**src/rtl/gpiox_pkg.sv**
```systemverilog
`default_nettype none

package gpiox_pkg;

  localparam int PinsPerPort     = 8;
  localparam int MaxPorts        = 4;
  localparam int NumPortsDefault = 4;
  localparam int PadWidth        = 32;
  localparam int NumLines        = 3;
  localparam int CfgDataWidth    = 3;

  typedef logic [3:0] func_t;

  localparam func_t FUNC_NONE        = 4'd0;
  localparam func_t FUNC_PIN_DIR     = 4'd1;
  localparam func_t FUNC_PORT_DIR    = 4'd2;
  localparam func_t FUNC_SET_PIN     = 4'd3;
  localparam func_t FUNC_CLEAR_PIN   = 4'd4;
  localparam func_t FUNC_TOGGLE_PIN  = 4'd5;
  localparam func_t FUNC_WRITE_PORT  = 4'd6;
  localparam func_t FUNC_SET_MASK    = 4'd7;
  localparam func_t FUNC_CLEAR_MASK  = 4'd8;
  localparam func_t FUNC_READ_PIN    = 4'd9;
  localparam func_t FUNC_READ_PORT   = 4'd10;
  localparam func_t FUNC_CLEAR_FLAG  = 4'd11;

  typedef logic [1:0] sense_t;

  localparam sense_t SENSE_LOW    = 2'd0;
  localparam sense_t SENSE_CHANGE = 2'd1;
  localparam sense_t SENSE_FALL   = 2'd2;
  localparam sense_t SENSE_RISE   = 2'd3;

  typedef logic [1:0] cfg_idx_t;

  localparam cfg_idx_t CFG_INT0_SENSE  = 2'd0;
  localparam cfg_idx_t CFG_INT1_SENSE  = 2'd1;
  localparam cfg_idx_t CFG_INT2_RISING = 2'd2;
  localparam cfg_idx_t CFG_INT_ENABLE  = 2'd3;

  typedef struct packed {
    func_t                func;
    logic [4:0]           pin_index;
    logic [1:0]           port_select;
    logic [7:0]           bit_mask;
    logic                 direction;
    logic [PadWidth-1:0]  pad_levels;
    logic [NumLines-1:0]  int_lines;
    logic [1:0]           int_select;
  } item_t;

  typedef struct packed {
    sense_t               int0_sense;
    sense_t               int1_sense;
    logic                 int2_rising;
    logic [NumLines-1:0]  int_enable_mask;
  } cfg_t;

  function automatic int eff_pins(input int num_ports);
    eff_pins = ((num_ports < MaxPorts) ? num_ports : MaxPorts) * PinsPerPort;
  endfunction

endpackage

`default_nettype wire

```
**src/rtl/gpiox_in_if.sv**
```systemverilog
`default_nettype none

interface gpiox_in_if;
  logic                               valid;
  logic                               ready;
  gpiox_pkg::func_t                   func;
  logic [4:0]                         pin_index;
  logic [1:0]                         port_select;
  logic [7:0]                         bit_mask;
  logic                               direction;
  logic [gpiox_pkg::PadWidth-1:0]     pad_levels;
  logic [gpiox_pkg::NumLines-1:0]     int_lines;
  logic [1:0]                         int_select;

  modport source (
    output valid, func, pin_index, port_select, bit_mask, direction, pad_levels,
           int_lines, int_select,
    input  ready
  );
  modport sink (
    input  valid, func, pin_index, port_select, bit_mask, direction, pad_levels,
           int_lines, int_select,
    output ready
  );
endinterface

`default_nettype wire

```
**src/rtl/gpiox_out_if.sv**
```systemverilog
`default_nettype none

interface gpiox_out_if;
  logic                               valid;
  logic                               ready;
  logic [7:0]                         read_data;
  logic [gpiox_pkg::PadWidth-1:0]     drive_levels;
  logic [gpiox_pkg::PadWidth-1:0]     drive_enables;
  logic [gpiox_pkg::NumLines-1:0]     int_flags_out;
  logic [gpiox_pkg::NumLines-1:0]     int_request;

  modport source (
    output valid, read_data, drive_levels, drive_enables, int_flags_out, int_request,
    input  ready
  );
  modport sink (
    input  valid, read_data, drive_levels, drive_enables, int_flags_out, int_request,
    output ready
  );
endinterface

`default_nettype wire

```
**src/rtl/gpiox_pins.sv**
```systemverilog
`default_nettype none

module gpiox_pins #(
  parameter int NumPorts = gpiox_pkg::NumPortsDefault
) (
  input  wire logic                                  clk,
  input  wire logic                                  rst_n,
  input  wire logic                                  adv,
  input  wire gpiox_pkg::item_t                      item,
  output logic [gpiox_pkg::eff_pins(NumPorts)-1:0]   dir_nxt_o,
  output logic [gpiox_pkg::eff_pins(NumPorts)-1:0]   out_nxt_o,
  output logic [7:0]                                 read_data_o
);

  localparam int NumPins  = gpiox_pkg::eff_pins(NumPorts);
  localparam int EffPorts = NumPins / gpiox_pkg::PinsPerPort;

  logic [NumPins-1:0]             dir_r;
  logic [NumPins-1:0]             out_r;
  logic                           pin_ok;
  logic                           port_ok;
  logic [4:0]                     pshift;
  logic [gpiox_pkg::PadWidth-1:0] pin_bit32;
  logic [gpiox_pkg::PadWidth-1:0] pmask32;
  logic [gpiox_pkg::PadWidth-1:0] pfull32;
  logic [gpiox_pkg::PadWidth-1:0] pad_shift;
  logic [NumPins-1:0]             pin_bit;
  logic [NumPins-1:0]             pmask;
  logic [NumPins-1:0]             pfull;

  assign pin_ok    = {1'b0, item.pin_index[4:3]} < 3'(EffPorts);
  assign port_ok   = {1'b0, item.port_select} < 3'(EffPorts);
  assign pshift    = {item.port_select, 3'b000};
  assign pin_bit32 = 32'd1 << item.pin_index;
  assign pmask32   = {24'd0, item.bit_mask} << pshift;
  assign pfull32   = 32'h0000_00ff << pshift;
  assign pad_shift = item.pad_levels >> pshift;
  assign pin_bit   = pin_bit32[NumPins-1:0];
  assign pmask     = pmask32[NumPins-1:0];
  assign pfull     = pfull32[NumPins-1:0];

  always_comb begin
    dir_nxt_o   = dir_r;
    out_nxt_o   = out_r;
    read_data_o = 8'd0;
    case (item.func)
      gpiox_pkg::FUNC_PIN_DIR: begin
        if (pin_ok) begin
          dir_nxt_o = item.direction ? (dir_r | pin_bit) : (dir_r & ~pin_bit);
        end
      end
      gpiox_pkg::FUNC_PORT_DIR: begin
        if (port_ok) begin
          dir_nxt_o = item.direction ? (dir_r | pmask) : (dir_r & ~pmask);
        end
      end
      gpiox_pkg::FUNC_SET_PIN: begin
        if (pin_ok) out_nxt_o = out_r | pin_bit;
      end
      gpiox_pkg::FUNC_CLEAR_PIN: begin
        if (pin_ok) out_nxt_o = out_r & ~pin_bit;
      end
      gpiox_pkg::FUNC_TOGGLE_PIN: begin
        if (pin_ok) out_nxt_o = out_r ^ pin_bit;
      end
      gpiox_pkg::FUNC_WRITE_PORT: begin
        if (port_ok) out_nxt_o = (out_r & ~pfull) | pmask;
      end
      gpiox_pkg::FUNC_SET_MASK: begin
        if (port_ok) out_nxt_o = out_r | pmask;
      end
      gpiox_pkg::FUNC_CLEAR_MASK: begin
        if (port_ok) out_nxt_o = out_r & ~pmask;
      end
      gpiox_pkg::FUNC_READ_PIN: begin
        if (pin_ok) read_data_o = {7'd0, item.pad_levels[item.pin_index]};
      end
      gpiox_pkg::FUNC_READ_PORT: begin
        if (port_ok) read_data_o = pad_shift[7:0];
      end
      default: begin
      end
    endcase
  end

  always_ff @(posedge clk) begin
    if (!rst_n) begin
      dir_r <= '0;
      out_r <= '0;
    end else if (adv) begin
      dir_r <= dir_nxt_o;
      out_r <= out_nxt_o;
    end
  end

endmodule

`default_nettype wire

```
**src/rtl/gpiox_irq.sv**
```systemverilog
`default_nettype none

module gpiox_irq (
  input  wire logic                             clk,
  input  wire logic                             rst_n,
  input  wire logic                             adv,
  input  wire gpiox_pkg::item_t                 item,
  input  wire gpiox_pkg::cfg_t                  cfg,
  output logic [gpiox_pkg::NumLines-1:0]        flags_nxt_o,
  output logic [gpiox_pkg::NumLines-1:0]        req_o
);

  localparam int NumLines = gpiox_pkg::NumLines;

  logic [NumLines-1:0]     prev_r;
  logic [NumLines-1:0]     flags_r;
  logic [NumLines-1:0]     detect;
  logic [NumLines-1:0]     low_req;
  logic [NumLines-1:0]     clr;
  gpiox_pkg::sense_t       mode [NumLines];

  assign mode[0] = cfg.int0_sense;
  assign mode[1] = cfg.int1_sense;
  assign mode[2] = cfg.int2_rising ? gpiox_pkg::SENSE_RISE : gpiox_pkg::SENSE_FALL;

  always_comb begin
    detect  = '0;
    low_req = '0;
    for (int n = 0; n < NumLines; n++) begin
      case (mode[n])
        gpiox_pkg::SENSE_LOW:    low_req[n] = !item.int_lines[n];
        gpiox_pkg::SENSE_CHANGE: detect[n]  = item.int_lines[n] != prev_r[n];
        gpiox_pkg::SENSE_FALL:   detect[n]  = prev_r[n] && !item.int_lines[n];
        gpiox_pkg::SENSE_RISE:   detect[n]  = !prev_r[n] && item.int_lines[n];
        default:                 detect[n]  = 1'b0;
      endcase
    end
  end

  always_comb begin
    clr = '0;
    if (item.func == gpiox_pkg::FUNC_CLEAR_FLAG && item.int_select < 2'(NumLines)) begin
      clr = NumLines'(1) << item.int_select;
    end
  end

  assign flags_nxt_o = (flags_r & ~clr) | detect;
  assign req_o       = cfg.int_enable_mask & (flags_nxt_o | low_req);

  always_ff @(posedge clk) begin
    if (!rst_n) begin
      prev_r  <= '1;
      flags_r <= '0;
    end else if (adv) begin
      prev_r  <= item.int_lines;
      flags_r <= flags_nxt_o;
    end
  end

endmodule

`default_nettype wire

```
**src/rtl/gpio_ports_with_external_interrupts.sv**
```systemverilog
// GPIO block with up to four ports of eight pins and three external interrupt lines. Each
// item carries one operation selected by func together with a sample of the pads and the
// interrupt lines, and returns exactly one result item with the pad read value, the output
// and direction bits after the operation, the edge flags and the interrupt requests. An item
// is registered on entry and its result is registered on exit, and a new item is taken
// every clock while the result side keeps up; the single read-modify-write of the pin and
// flag registers between those two registers sets that rate.
// Pins of ports at or beyond NUM_PORTS ignore writes and read as zero.
`default_nettype none

module gpio_ports_with_external_interrupts #(
  parameter int NUM_PORTS = gpiox_pkg::NumPortsDefault
) (
  input  wire logic                              clk,
  input  wire logic                              rst_n,
  gpiox_in_if.sink                               in_ch,
  gpiox_out_if.source                            out_ch,
  input  wire logic                              cfg_we,
  input  wire gpiox_pkg::cfg_idx_t               cfg_index,
  input  wire logic [gpiox_pkg::CfgDataWidth-1:0] cfg_wdata
);

  localparam int NumPins  = gpiox_pkg::eff_pins(NUM_PORTS);
  localparam int PadWidth = gpiox_pkg::PadWidth;
  localparam int NumLines = gpiox_pkg::NumLines;

  logic                   s1_v_r;
  gpiox_pkg::item_t       s1_item_r;
  logic                   out_v_r;
  logic [7:0]             rd_r;
  logic [PadWidth-1:0]    drv_r;
  logic [PadWidth-1:0]    en_r;
  logic [NumLines-1:0]    flags_r;
  logic [NumLines-1:0]    req_r;
  gpiox_pkg::cfg_t        cfg_r;
  logic                   adv;
  logic                   in_acc;
  logic [NumPins-1:0]     dir_nxt;
  logic [NumPins-1:0]     out_nxt;
  logic [7:0]             rd_nxt;
  logic [NumLines-1:0]    flags_nxt;
  logic [NumLines-1:0]    req_nxt;
  logic [PadWidth-1:0]    drv_pad;
  logic [PadWidth-1:0]    en_pad;

  assign adv          = s1_v_r && (!out_v_r || out_ch.ready);
  assign in_ch.ready  = !s1_v_r || adv;
  assign in_acc       = in_ch.valid && in_ch.ready;

  always_ff @(posedge clk) begin
    if (!rst_n) begin
      s1_v_r <= 1'b0;
    end else if (in_acc) begin
      s1_v_r <= 1'b1;
    end else if (adv) begin
      s1_v_r <= 1'b0;
    end
  end

  always_ff @(posedge clk) begin
    if (in_acc) begin
      s1_item_r.func        <= in_ch.func;
      s1_item_r.pin_index   <= in_ch.pin_index;
      s1_item_r.port_select <= in_ch.port_select;
      s1_item_r.bit_mask    <= in_ch.bit_mask;
      s1_item_r.direction   <= in_ch.direction;
      s1_item_r.pad_levels  <= in_ch.pad_levels;
      s1_item_r.int_lines   <= in_ch.int_lines;
      s1_item_r.int_select  <= in_ch.int_select;
    end
  end

  always_ff @(posedge clk) begin
    if (!rst_n) begin
      cfg_r <= '0;
    end else if (cfg_we) begin
      case (cfg_index)
        gpiox_pkg::CFG_INT0_SENSE:  cfg_r.int0_sense      <= cfg_wdata[1:0];
        gpiox_pkg::CFG_INT1_SENSE:  cfg_r.int1_sense      <= cfg_wdata[1:0];
        gpiox_pkg::CFG_INT2_RISING: cfg_r.int2_rising     <= cfg_wdata[0];
        gpiox_pkg::CFG_INT_ENABLE:  cfg_r.int_enable_mask <= cfg_wdata;
        default: begin
        end
      endcase
    end
  end

  gpiox_pins #(
    .NumPorts (NUM_PORTS)
  ) u_pins (
    .clk         (clk),
    .rst_n       (rst_n),
    .adv         (adv),
    .item        (s1_item_r),
    .dir_nxt_o   (dir_nxt),
    .out_nxt_o   (out_nxt),
    .read_data_o (rd_nxt)
  );

  gpiox_irq u_irq (
    .clk         (clk),
    .rst_n       (rst_n),
    .adv         (adv),
    .item        (s1_item_r),
    .cfg         (cfg_r),
    .flags_nxt_o (flags_nxt),
    .req_o       (req_nxt)
  );

  always_comb begin
    drv_pad                = '0;
    en_pad                 = '0;
    drv_pad[NumPins-1:0]   = out_nxt;
    en_pad[NumPins-1:0]    = dir_nxt;
  end

  always_ff @(posedge clk) begin
    if (!rst_n) begin
      out_v_r <= 1'b0;
    end else if (adv) begin
      out_v_r <= 1'b1;
    end else if (out_ch.ready) begin
      out_v_r <= 1'b0;
    end
  end

  always_ff @(posedge clk) begin
    if (adv) begin
      rd_r    <= rd_nxt;
      drv_r   <= drv_pad;
      en_r    <= en_pad;
      flags_r <= flags_nxt;
      req_r   <= req_nxt;
    end
  end

  assign out_ch.valid         = out_v_r;
  assign out_ch.read_data     = rd_r;
  assign out_ch.drive_levels  = drv_r;
  assign out_ch.drive_enables = en_r;
  assign out_ch.int_flags_out = flags_r;
  assign out_ch.int_request   = req_r;

  a_adv_fills_out: assert property (@(posedge clk) disable iff (!rst_n)
    adv |=> out_v_r)
    else $error("A finished item did not reach the result register.");

  a_s1_holds: assert property (@(posedge clk) disable iff (!rst_n)
    (s1_v_r && !adv) |=> (s1_v_r && $stable(s1_item_r)))
    else $error("A stalled item in the input register was lost or altered.");

  a_missing_ports_idle: assert property (@(posedge clk) disable iff (!rst_n)
    out_v_r |-> (((drv_r >> NumPins) == '0) && ((en_r >> NumPins) == '0)))
    else $error("A pin of a missing port is driven.");

endmodule

`default_nettype wire
```
**src/flat_wrapper.sv**
```systemverilog
// flat-port wrapper written by rule: the top's interface ports become plain ports
module gpio_ports_with_external_interrupts_flat 
#(
  parameter int NUM_PORTS = gpiox_pkg::NumPortsDefault
)
  (clk, rst_n, cfg_we, cfg_index, cfg_wdata, in_ch_valid, in_ch_func, in_ch_pin_index, in_ch_port_select, in_ch_bit_mask, in_ch_direction, in_ch_pad_levels, in_ch_int_lines, in_ch_int_select, in_ch_ready, out_ch_valid, out_ch_read_data, out_ch_drive_levels, out_ch_drive_enables, out_ch_int_flags_out, out_ch_int_request, out_ch_ready);
  gpiox_in_if in_ch_i ();
  gpiox_out_if out_ch_i ();
  input  wire logic clk;
  input  wire logic rst_n;
  input  wire logic cfg_we;
  input  wire gpiox_pkg::cfg_idx_t cfg_index;
  input  wire logic [gpiox_pkg::CfgDataWidth-1:0] cfg_wdata;
  input wire logic [$bits(in_ch_i.valid)-1:0] in_ch_valid;
  input wire logic [$bits(in_ch_i.func)-1:0] in_ch_func;
  input wire logic [$bits(in_ch_i.pin_index)-1:0] in_ch_pin_index;
  input wire logic [$bits(in_ch_i.port_select)-1:0] in_ch_port_select;
  input wire logic [$bits(in_ch_i.bit_mask)-1:0] in_ch_bit_mask;
  input wire logic [$bits(in_ch_i.direction)-1:0] in_ch_direction;
  input wire logic [$bits(in_ch_i.pad_levels)-1:0] in_ch_pad_levels;
  input wire logic [$bits(in_ch_i.int_lines)-1:0] in_ch_int_lines;
  input wire logic [$bits(in_ch_i.int_select)-1:0] in_ch_int_select;
  output wire logic [$bits(in_ch_i.ready)-1:0] in_ch_ready;
  output wire logic [$bits(out_ch_i.valid)-1:0] out_ch_valid;
  output wire logic [$bits(out_ch_i.read_data)-1:0] out_ch_read_data;
  output wire logic [$bits(out_ch_i.drive_levels)-1:0] out_ch_drive_levels;
  output wire logic [$bits(out_ch_i.drive_enables)-1:0] out_ch_drive_enables;
  output wire logic [$bits(out_ch_i.int_flags_out)-1:0] out_ch_int_flags_out;
  output wire logic [$bits(out_ch_i.int_request)-1:0] out_ch_int_request;
  input wire logic [$bits(out_ch_i.ready)-1:0] out_ch_ready;
  assign in_ch_i.valid = in_ch_valid;
  assign in_ch_i.func = in_ch_func;
  assign in_ch_i.pin_index = in_ch_pin_index;
  assign in_ch_i.port_select = in_ch_port_select;
  assign in_ch_i.bit_mask = in_ch_bit_mask;
  assign in_ch_i.direction = in_ch_direction;
  assign in_ch_i.pad_levels = in_ch_pad_levels;
  assign in_ch_i.int_lines = in_ch_int_lines;
  assign in_ch_i.int_select = in_ch_int_select;
  assign in_ch_ready = in_ch_i.ready;
  assign out_ch_valid = out_ch_i.valid;
  assign out_ch_read_data = out_ch_i.read_data;
  assign out_ch_drive_levels = out_ch_i.drive_levels;
  assign out_ch_drive_enables = out_ch_i.drive_enables;
  assign out_ch_int_flags_out = out_ch_i.int_flags_out;
  assign out_ch_int_request = out_ch_i.int_request;
  assign out_ch_i.ready = out_ch_ready;
  gpio_ports_with_external_interrupts #(.NUM_PORTS(NUM_PORTS)) u_core (.clk(clk), .rst_n(rst_n), .in_ch(in_ch_i), .out_ch(out_ch_i), .cfg_we(cfg_we), .cfg_index(cfg_index), .cfg_wdata(cfg_wdata));
endmodule
```
**config.mk**
```make
export PLATFORM = sky130hd
export DESIGN_NAME = gpio_ports_with_external_interrupts_flat
export DESIGN_NICKNAME = d
export VERILOG_FILES = /design/src/rtl/gpiox_pkg.sv /design/src/rtl/gpiox_in_if.sv /design/src/rtl/gpiox_out_if.sv /design/src/rtl/gpiox_pins.sv /design/src/rtl/gpiox_irq.sv /design/src/rtl/gpio_ports_with_external_interrupts.sv /design/src/flat_wrapper.sv
export SDC_FILE = /design/constraint.sdc
export NUM_CORES = 1
export LEC_CHECK = 0
export BUFFER_PORTS_ARGS = -buffer_cell sky130_fd_sc_hd__buf_4
export CORE_AREA = 4 4 162 164
export CTS_CLUSTER_DIAMETER = 200
export DETAILED_ROUTE_END_ITERATION = 7
export DIE_AREA = 0 0 166 168
export PLACE_DENSITY_LB_ADDON = 0.15
export SETUP_SLACK_MARGIN = 0.15
export SLEW_MARGIN = 20
export SYNTH_ARGS = -nofsm -noshare
export SYNTH_HDL_FRONTEND = slang
export SYNTH_SLANG_ARGS = --single-unit
```
**constraint.sdc**
```tcl
create_clock -name clk -period 4.6 [get_ports clk]
set_input_delay 0.23 -clock clk [delete_from_list [all_inputs] [get_ports clk]]
set_output_delay 0.23 -clock clk [all_outputs]
set_load 0.005 [all_outputs]
```
Word-level counts from Yosys, hierarchy flattened

Index checks and enable logic that the tools add are counted.

Register bits: 215
Input port bits: 67
Output and inout bits: 80
Logic and storage cells: 123

$lt $le $gt $ge: 2
Eq/ne operators: 26
Shift-type cells: 5
Multiplexer cells: 19
Bitwise operators: 19
Reductions and logical operators: 29

Operator list:

| cell                 | count |
|---|---|
| $pmux 32 s6          | 1 |
| $and 32x32->32       | 5 |
| $or 32x32->32        | 5 |
| $not 32->32          | 3 |
| $mux 32              | 2 |
| $pmux 32 s2          | 1 |
| $shl 1x5->32 const A | 1 |
| $shl 8x5->32         | 1 |
| $shl 8x5->32 const A | 1 |
| $shr 32x5->8         | 1 |
| $xor 32x32->32       | 1 |
| $eq 2x2->1 const B   | 8 |
| $eq 4x3->1 const B   | 4 |
| $eq 4x4->1 const B   | 4 |
| $pmux 8 s2           | 1 |
| $logic_and 1x1->1    | 9 |
| $mux 1               | 9 |
| $pmux 1 s3           | 3 |
| $eq 2x1->1 const B   | 4 |
| $eq 4x2->1 const B   | 2 |
| $logic_not 1->1      | 8 |
| $logic_not 2->1      | 4 |
| $reduce_and 2->1     | 4 |
| $and 3x3->3          | 2 |
| other kinds (11)     | 16 |

Logic depth before layout (Yosys ltp)

Gate-level depths: netlist (run 1).

Depth after elaboration: 8
Depth in mapped cells: 8

Hierarchy

Synthesis (run 1) repeated with hierarchy kept, for this count alone.

Cell total of the unflattened synthesis: 1044
Area total of the unflattened synthesis: 10931.7 um2

Modules (own cells, without submodules):

| module                              | times used | cells an instance | area each (um2) | sequential area each (um2) |
|---|---|---|---|---|
| gpiox_pins                          | 1          | 811               | 6010.8          | 1281.2 |
| gpio_ports_with_external_interrupts | 1          | 176               | 4470.5          | 4254.1 |
| gpiox_irq                           | 1          | 57                | 450.4           | 120.1 |

Worst setup path before layout (run 1)

No wires, ideal clock.

Path type: flip-flop to flip-flop
Start point: reg u_core.out_v_r, in the netlist u_core.out_ch.valid
End point: reg u_core.en_r[0], in the netlist u_core.out_ch.drive_enables[0] (enable)
Setup time: 471 ps
Data arrival time: 3263 ps
Required time: 4129 ps
Path slack: 866 ps
Stages on the path, launching flop included: 6
Path buffers: 2
Cells stage by stage: dfxtp_1 > nor2b_1 > nand2b_1 > inv_1 > clkbuf_1 > clkbuf_1

Cells in the longest elaborated chain, start to end: 3

RTL lines:

| element                | RTL line                                   | RTL |
|---|---|---|
| start, declared        | gpio_ports_with_external_interrupts.sv:29  | `logic out_v_r;` |
| start signal, assigned | gpio_ports_with_external_interrupts.sv:119 | `out_v_r <= 1'b0;` |
| start signal, assigned | gpio_ports_with_external_interrupts.sv:121 | `out_v_r <= 1'b1;` |
| start signal, assigned | gpio_ports_with_external_interrupts.sv:123 | `out_v_r <= 1'b0;` |
| $logic_not 1->1        | gpio_ports_with_external_interrupts.sv:46  | `assign adv = s1_v_r && (!out_v_r \|\| out_ch.ready);` |
| $logic_or 1x1->1       | gpio_ports_with_external_interrupts.sv:46  |  |
| $logic_and 1x1->1      | gpio_ports_with_external_interrupts.sv:46  |  |
| net u_core.adv         | gpio_ports_with_external_interrupts.sv:36  | `logic adv;` |
| end signal, assigned   | gpio_ports_with_external_interrupts.sv:131 | `en_r <= en_pad;` |
| end, declared          | gpio_ports_with_external_interrupts.sv:32  | `logic [PadWidth-1:0] en_r;` |

The timed path passes the listed nets, and every way through them passes these cells.
A chain may end at the register's enable or synchronous reset.

Worst setup path after layout (run 1)

Start point: reg u_core.s1_item_r[49] in the netlist's numbering
End point: reg u_core.drv_r[18], in the netlist u_core.out_ch.drive_levels[18] (data pin)

Cells in the longest elaborated chain, start to end: 4
Elaborated cells between the ends (all ways): 6
Those cells by class: shift: 1; mux: 1; bitwise: 4

RTL lines:

| element                | RTL line                                   | RTL |
|---|---|---|
| start, declared        | gpio_ports_with_external_interrupts.sv:28  | `gpiox_pkg::item_t s1_item_r;` |
| $shl 1x5->32 (*)       | gpiox_pins.sv:34                           | `assign pin_bit32 = 32'd1 << item.pin_index;` |
| $not 32->32            | gpiox_pins.sv:61                           | `if (pin_ok) out_nxt_o = out_r & ~pin_bit;` |
| $and 32x32->32         | gpiox_pins.sv:61                           |  |
| $pmux 32 s6 (*)        | gpiox_pins.sv:46                           | `case (item.func)` |
| net u_core.drv_pad[18] | gpio_ports_with_external_interrupts.sv:43  | `logic [PadWidth-1:0] drv_pad;` |
| end signal, assigned   | gpio_ports_with_external_interrupts.sv:130 | `drv_r <= drv_pad;` |
| end, declared          | gpio_ports_with_external_interrupts.sv:31  | `logic [PadWidth-1:0] drv_r;` |

The timed path passes the listed nets; every way through them passes the cells marked *.

==> results of run 1 <==
[synthesized netlist by cell type (all sizes together), types with 6 or more instances]
| cell | instances | area share (%) |
|---|---|---|
| edfxtp | 135 | 38 |
| nor2 | 130 | 4.5 |
| dfxtp | 80 | 15 |
| nand2 | 71 | 2.5 |
| a21oi | 60 | 2.8 |
| clkbuf | 59 | 2.1 |
| o21ai | 42 | 2.0 |
| mux2 | 33 | 3.5 |
| o32ai | 32 | 2.6 |
| buf | 28 | 1.3 |
| nand3 | 28 | 1.3 |
| nor3 | 24 | 1.2 |
| nor2b | 23 | 1.3 |
| nand3b | 22 | 1.5 |
| o22ai | 21 | 1.2 |
| inv | 16 | 0.56 |
| o211ai | 16 | 1.1 |
| o221a | 15 | 1.6 |
| mux4 | 14 | 2.9 |
| or3b | 13 | 1.1 |
| a221o | 12 | 1.1 |
| mux2i | 12 | 1.1 |
| nor4 | 12 | 0.70 |
| nand2b | 11 | 0.64 |
| nor3b | 11 | 0.77 |
| a211o | 10 | 0.82 |
| o311ai | 9 | 0.80 |
| o31a | 9 | 0.73 |
| nand4 | 7 | 0.41 |
| a221oi | 6 | 0.49 |
| o21a | 6 | 0.42 |
[timing repair]
item / in CTS / in global routing
hold endpoints to repair: 65 / 0
resized for setup: 0 / 0
hold buffers: 61 / 0
[registers in the layout (all words and copies together), names as in the netlist]
signal                       flops
u_core.cfg_r                     8
u_core.u_irq.prev_r              3
u_core.out_ch.drive_enables     32
u_core.u_irq.flags_r             3
u_core.s1_v_r                    1
u_core.u_pins.dir_r             32
u_core.out_ch.read_data          8
u_core.out_ch.valid              1
u_core.s1_item_r                57
u_core.out_ch.int_flags_out      3
u_core.out_ch.int_request        3
u_core.u_pins.out_r             32
u_core.out_ch.drive_levels      32
[placed cells by master (no fill, tap or decap), types with 5 or more instances in the layout]
master / instances
bufinv_16: 5
clkinv_2: 6
o21a_1: 6
nand3b_1: 22
o31a_1: 9
dfxtp_1: 80
o221a_2: 15
edfxtp_1: 135
nand4_1: 7
a221o_1: 12
nor4_1: 12
nand2b_1: 10
o311ai_0: 7
nor2b_1: 22
o22a_1: 5
and3b_1: 5
nor2_1: 129
nand2_1: 71
o211a_1: 5
buf_4: 155
o32ai_1: 32
o21ai_0: 42
mux2i_1: 12
nor3_1: 23
o22ai_1: 21
a21oi_1: 60
a211o_1: 10
nand3_1: 28
mux4_2: 14
clkbuf_16: 25
o211ai_1: 16
mux2_2: 33
a221oi_1: 6
inv_1: 15
nor3b_1: 11
or3b_2: 11
dlygate4sd3_1: 61
[report_power, final]
group | switching (µW) | internal, µW | leakage (µW) | total, µW
logic | 265 | 232 | 0.00256 | 497
registers | 75.2 | 2160 | 0.00193 | 2230
clock network | 789 | 1300 | 0.000432 | 2090
[cell type report]
class / instances / area [µm²]
Clock buffer: 28 / 657
Multi-Input combinational cell: 702 / 4680
Sequential cell: 215 / 5660
Inverter: 16 / 62.6
Tap cell: 330 / 413
Clock inverter: 16 / 218
Timing Repair Buffer: 217 / 1790
Fill cell: 2154 / 11400
[per-stage QoR]
stage / hold WS (ns) / util (%) / instances
floorplan: 0.329 / - / 1020
global placement: 0.408 / 48.2 / 1419
detailed placement: 0.409 / 48.2 / 1419
CTS: 0.0403 / 54.2 / 1524
global route: 0.0535 / 54.2 / 1524
finish: 0.0617 / 54.2 / 1524
[logic make-up (layout without fill, tap and decap cells)]
| logic type | Yosys count | after routing | synth area share, % |
|---|---|---|---|
| XOR/XNOR | 1 | 1 | 0.0816 |
| multiplexers | 59 | 59 | 7.51 |
| AND/OR/NAND/NOR | 373 | 373 | 17.5 |
| buffers and inverters | 103 | 277 | 3.89 |
| AO/OA/AOI/OAI | 265 | 265 | 17.8 |
| adder cells (fa/ha/maj) | 4 | 4 | 0.466 |
| flip-flops | 215 | 215 | 52.7 |
[worst min-delay path by stage]
| stage | from | endpoint | slack [ns] | cells after the start |
|---|---|---|---|---|
| after CTS | out_ch_ready | u_core.out_ch.valid | 0.04 | 3 |
| final | out_ch_ready | u_core.out_ch.valid | 0.06 | 3 |
| after detailed placement | in_ch_pad_levels[22] | u_core.s1_item_r[27] | 0.41 | 1 |
| after global routing | out_ch_ready | u_core.out_ch.valid | 0.05 | 3 |
| after global placement | in_ch_pad_levels[15] | u_core.s1_item_r[20] | 0.41 | 1 |
| after floorplan | in_ch_int_select[0] | u_core.s1_item_r[0] | 0.33 | 0 |
[layer usage]
| metal | vias up | part of all wire, % | wire, µm | track usage [%] |
|---|---|---|---|---|
| met5 | - | 0 | 0 | 0 |
| met4 | 0 | 3.6 | 1120 | 7.75 |
| met1 | 4227 | 44 | 13500 | 28.7 |
| met2 | 356 | 46 | 14300 | 34.3 |
| li1 | 4206 | - | - | - |
| met3 | 67 | 6.0 | 1850 | 3.50 |
[tightest hold or removal path: stages]
cell     delay [ns]
buf_4          0.08
nor2b_1        0.06
o21a_1         0.16
==> impl_metrics.json, run 1 <==
{
  "cpPeakStageDelay_ns": 0.90,
  "crit_fanout": 23,
  "grt_max_degree": 92,
  "cts_buffer_depth": 3,
  "netlist_instances": 1020,
  "die_w_um": 166,
  "cts.sinks": 215,
  "first_pass_iters": 7,
  "syn_area_um2": 10700,
  "path_depth": 4,
  "cp_top_family": "simple AND/OR/NAND/NOR gates",
  "finalWirelength_um": 30800,
  "finClkSkew_ns": 0.0222,
  "syn_nets": 1091,
  "power.density_nw_per_um2": 358,
  "total_leakage_power_uw": 0.00492,
  "crit_start": "u_core.s1_item_r[49]",
  "crit_chain": "nand3b_1 > or2_2 > a221o_1 > a211o_1",
  "crit_arrival_ns": 3.04,
  "path_class": "reg -> reg",
  "route.detailed.drc": 0,
  "nNetsFinal": 1247,
  "vdd_drop_max_uv": 361,
  "fmax_mhz": 361,
  "drv_slew": 0,
  "grt_setup_unrepaired": "false",
  "post_cts_buffers": 0,
  "path_clk_slew_ns": 0.06,
  "regToRegSetupSlack_ns": 1.83,
  "grt_pass1_vias": 8402,
  "vias": 8856,
  "rows": 58,
  "final_layout_size_suffix_gt1_share_pct": 23.9,
  "synth.distinct_cells": 60,
  "crit_end": "u_core.out_ch.drive_levels[18]",
  "maxCapViolations": 0,
  "yosys_warnings": 0,
  "ys_ff_latch": 215,
  "place_area_um2": 12000,
  "gp_congestion": 0.832,
  "core_area_um2": 24900,
  "totalPowerFinal_uw": 4820,
  "r2r-end": "u_core.out_ch.drive_levels[18]",
  "start_kind": "register",
  "drt_iter0_drc": 724,
  "die_h_um": 168,
  "final_hold_viol_count": 0,
  "finalCriticalPeriod_ns": 2.77,
  "grt_usage_pct": 21.1,
  "post_drt_via_cell_ratio": 5.81,
  "num_antenna_cells": 0,
  "antenna_found_initial": 0,
  "synth_edf_count": 135,
  "cts_tree": "built",
  "regToRegStartpoint": "u_core.s1_item_r[49]",
  "fin_crit_sh_pct": 60.2,
  "yosysSeqAreaShare_pct": 52.7,
  "dieArea_um2": 27900,
  "tightest_slew_ns": 1.12,
  "grt-ovfl-total": 0,
  "io_buffers": 146,
  "ys_async_sr_fraction_pct": 0,
  "cts_root_buf": "clkbuf_16",
  "place_ws_ns": 1.86,
  "reg2reg_depth": 4,
  "crit_path_end_kind": "register",
  "clkLatencyLatePin_ns": 0.53,
  "setup_violations": 0,
  "fin_area_um2": 13500,
  "syn_avg_cell_area_um2": 10.5,
  "finalWorstSetupSlack_ns": 1.83,
  "crit_buf_inv": 0,
  "status": "finished clean",
  "syn_to_final_growth_pct": 25.5,
  "wl_per_cell_um": 20.2,
  "pin_count": 147,
  "dpl.hpwl_um": 19400,
  "htree_levels": 1,
  "synthFlopType": "edfxtp_1",
  "worstPathRequired_ns": 4.87,
  "antenna_left": 0,
  "start_util_pct": 43.1,
  "cts_inserted_buffers": 24,
  "finalSetupTns_ns": 0,
  "grt_pass1_wl_um": 47800,
  "slew_headroom_pct": 25.3,
  "hold_path.class": "in -> reg",
  "cp_slowest_cell": "edfxtp_1"
}
Note: power is estimated with default switching activity, not from simulation.
==> run 2, diff against run 1 <==
Clock period 4.6 ns to 2.3 ns, I/O delays scaled along.
==> impl_metrics.json, run 2 (same netlist as run 1, synthesis figures left out) <==
{
  "status": "finished clean",
  "cts_inserted_buffers": 25,
  "fin_crit_sh_pct": 96.4,
  "num_antenna_cells": 0,
  "route.detailed.drc": 0,
  "clkLatencyLatePin_ns": 0.53,
  "total_leakage_power_uw": 0.00556,
  "die_h_um": 168,
  "power.density_nw_per_um2": 656,
  "wl_per_cell_um": 20.5,
  "cts.sinks": 215,
  "grt_usage_pct": 22.2,
  "rows": 58,
  "vdd_drop_max_uv": 633,
  "largest-register": "u_core.s1_item_r",
  "syn_to_final_growth_pct": 38.6,
  "grt_pass1_wl_um": 49900,
  "dpl.hpwl_um": 21700,
  "grt-ovfl-total": 0,
  "cp_slowest_cell": "or4b_4",
  "cpPeakStageDelay_ns": 0.57,
  "nFillCells": 2075,
  "finClkSkew_ns": 0.0139,
  "crit_path_end_kind": "register",
  "htree_levels": 1,
  "dieArea_um2": 27900,
  "crit_arrival_ns": 2.49,
  "reg2reg_depth": 5,
  "fmax_mhz": 451,
  "largest_reg_flops": 57,
  "drv_slew": 0,
  "slew_headroom_pct": 48.0,
  "nNetsFinal": 1345,
  "pin_count": 147,
  "final_layout_size_suffix_gt1_share_pct": 32.6,
  "drt_iter0_drc": 835,
  "post_drt_via_cell_ratio": 5.74,
  "final_common_cell": "buf_4",
  "first_pass_iters": 6,
  "core_area_um2": 24900,
  "crit_fanout": 8,
  "path_clk_slew_ns": 0.06,
  "finalWirelength_um": 33200,
  "grt_max_degree": 67,
  "vias": 9323,
  "die_w_um": 166,
  "hold_path.class": "in -> reg",
  "cts_root_buf": "clkbuf_16",
  "final_hold_viol_count": 0,
  "finalCriticalPeriod_ns": 2.22,
  "io_buffers": 146,
  "hold_depth": 3,
  "cts_tree": "built",
  "start_kind": "register",
  "gp_congestion": 0.915,
  "setup_violations": 0,
  "finalSetupTns_ns": 0,
  "worstPathRequired_ns": 2.57,
  "cts_buffer_depth": 3,
  "fin_util_pct": 59.8,
  "grt_setup_unrepaired": "true",
  "crit_chain": "buf_6 > or4b_4 > clkbuf_16 > o32ai_1 > mux2_2",
  "tightest_slew_ns": 0.779,
  "grt_pass1_vias": 8939,
  "antenna_found_initial": 0,
  "final_cell_mix": "buf_4 (225), edfxtp_1 (135), nor2_1 (125)",
  "maxCapViolations": 0,
  "path_class": "reg -> reg",
  "start_util_pct": 43.1,
  "antenna_left": 0
}
==> run 2: critical path, delay by kind of cell, from the launching register on <==
| kind | cells | cell delay [ns] |
|---|---|---|
| multiplexers | 1 | 0.39 |
| AO/OA/AOI/OAI | 1 | 0.19 |
| flip-flops | 1 | 0.44 |
| buffers and inverters | 2 | 0.37 |
| AND/OR/NAND/NOR | 1 | 0.57 |
==> run 2: what timing repair did <==
item | CTS | global route
hold endpoints to repair | 67 | 0
setup endpoints to repair | 95 | 109
hold buffers | 66 | 0
setup buffers | 5 | 11
gates resized for setup | 28 | 74
pin swaps | 1 | 23
gates cloned | 0 | 5
==> run 2: final timing paths <==
kind / start / endpoint / slack (ns)
max reg2reg: u_core.s1_item_r[55] / u_core.out_ch.drive_enables[13] / 0.08
min: rst_n / u_core.u_pins.dir_r[27] / 0.11
max: u_core.s1_item_r[55] / u_core.out_ch.drive_enables[13] / 0.08
min reg2reg: u_core.u_irq.prev_r[2] / u_core.u_irq.prev_r[2] / 0.50
==> run 2: per-stage QoR <==
stage	instance area (µm²)	setup slack (ns)	instances	hold WS, ns	power [µW]
after floorplan	10700	0.197	1020	0.214	5030
after global placement	12600	-0.0911	1490	0.293	5540
after detailed placement	12600	-0.145	1490	0.294	5560
after CTS	14300	0.0521	1607	0.0850	9720
after global routing	14900	0.0272	1623	0.114	10100
final	14900	0.0830	1623	0.107	9760
==> run 2: power breakdown <==
| group | internal [µW] | leakage, µW | switching [µW] |
|---|---|---|---|
| registers | 4310 | 0.00193 | 113 |
| clock network | 2470 | 0.000410 | 1590 |
| logic | 622 | 0.00323 | 654 |
==> run 2: layout make-up <==
type	count	area [µm²]	share of cell area, %
flip-flops and latches	215	5660	38.0
multi-input cells	702	5180	34.8
repair buffers	314	2750	18.4
clock buffers	38	714	4.80
well taps	330	413	2.77
clock inverters	8	119	0.798
inverters	16	62.6	0.420
==> run 2: metal layers <==
| metal | wire, µm | GRT usage [%] | share of wire (%) | up-vias |
|---|---|---|---|---|
| met4 | 867 | 7.35 | 2.6 | 0 |
| met2 | 16300 | 38.0 | 49 | 401 |
| met5 | 0 | 0 | 0 | - |
| li1 | - | - | - | 4406 |
| met3 | 2570 | 3.76 | 7.7 | 55 |
| met1 | 13500 | 28.9 | 41 | 4461 |
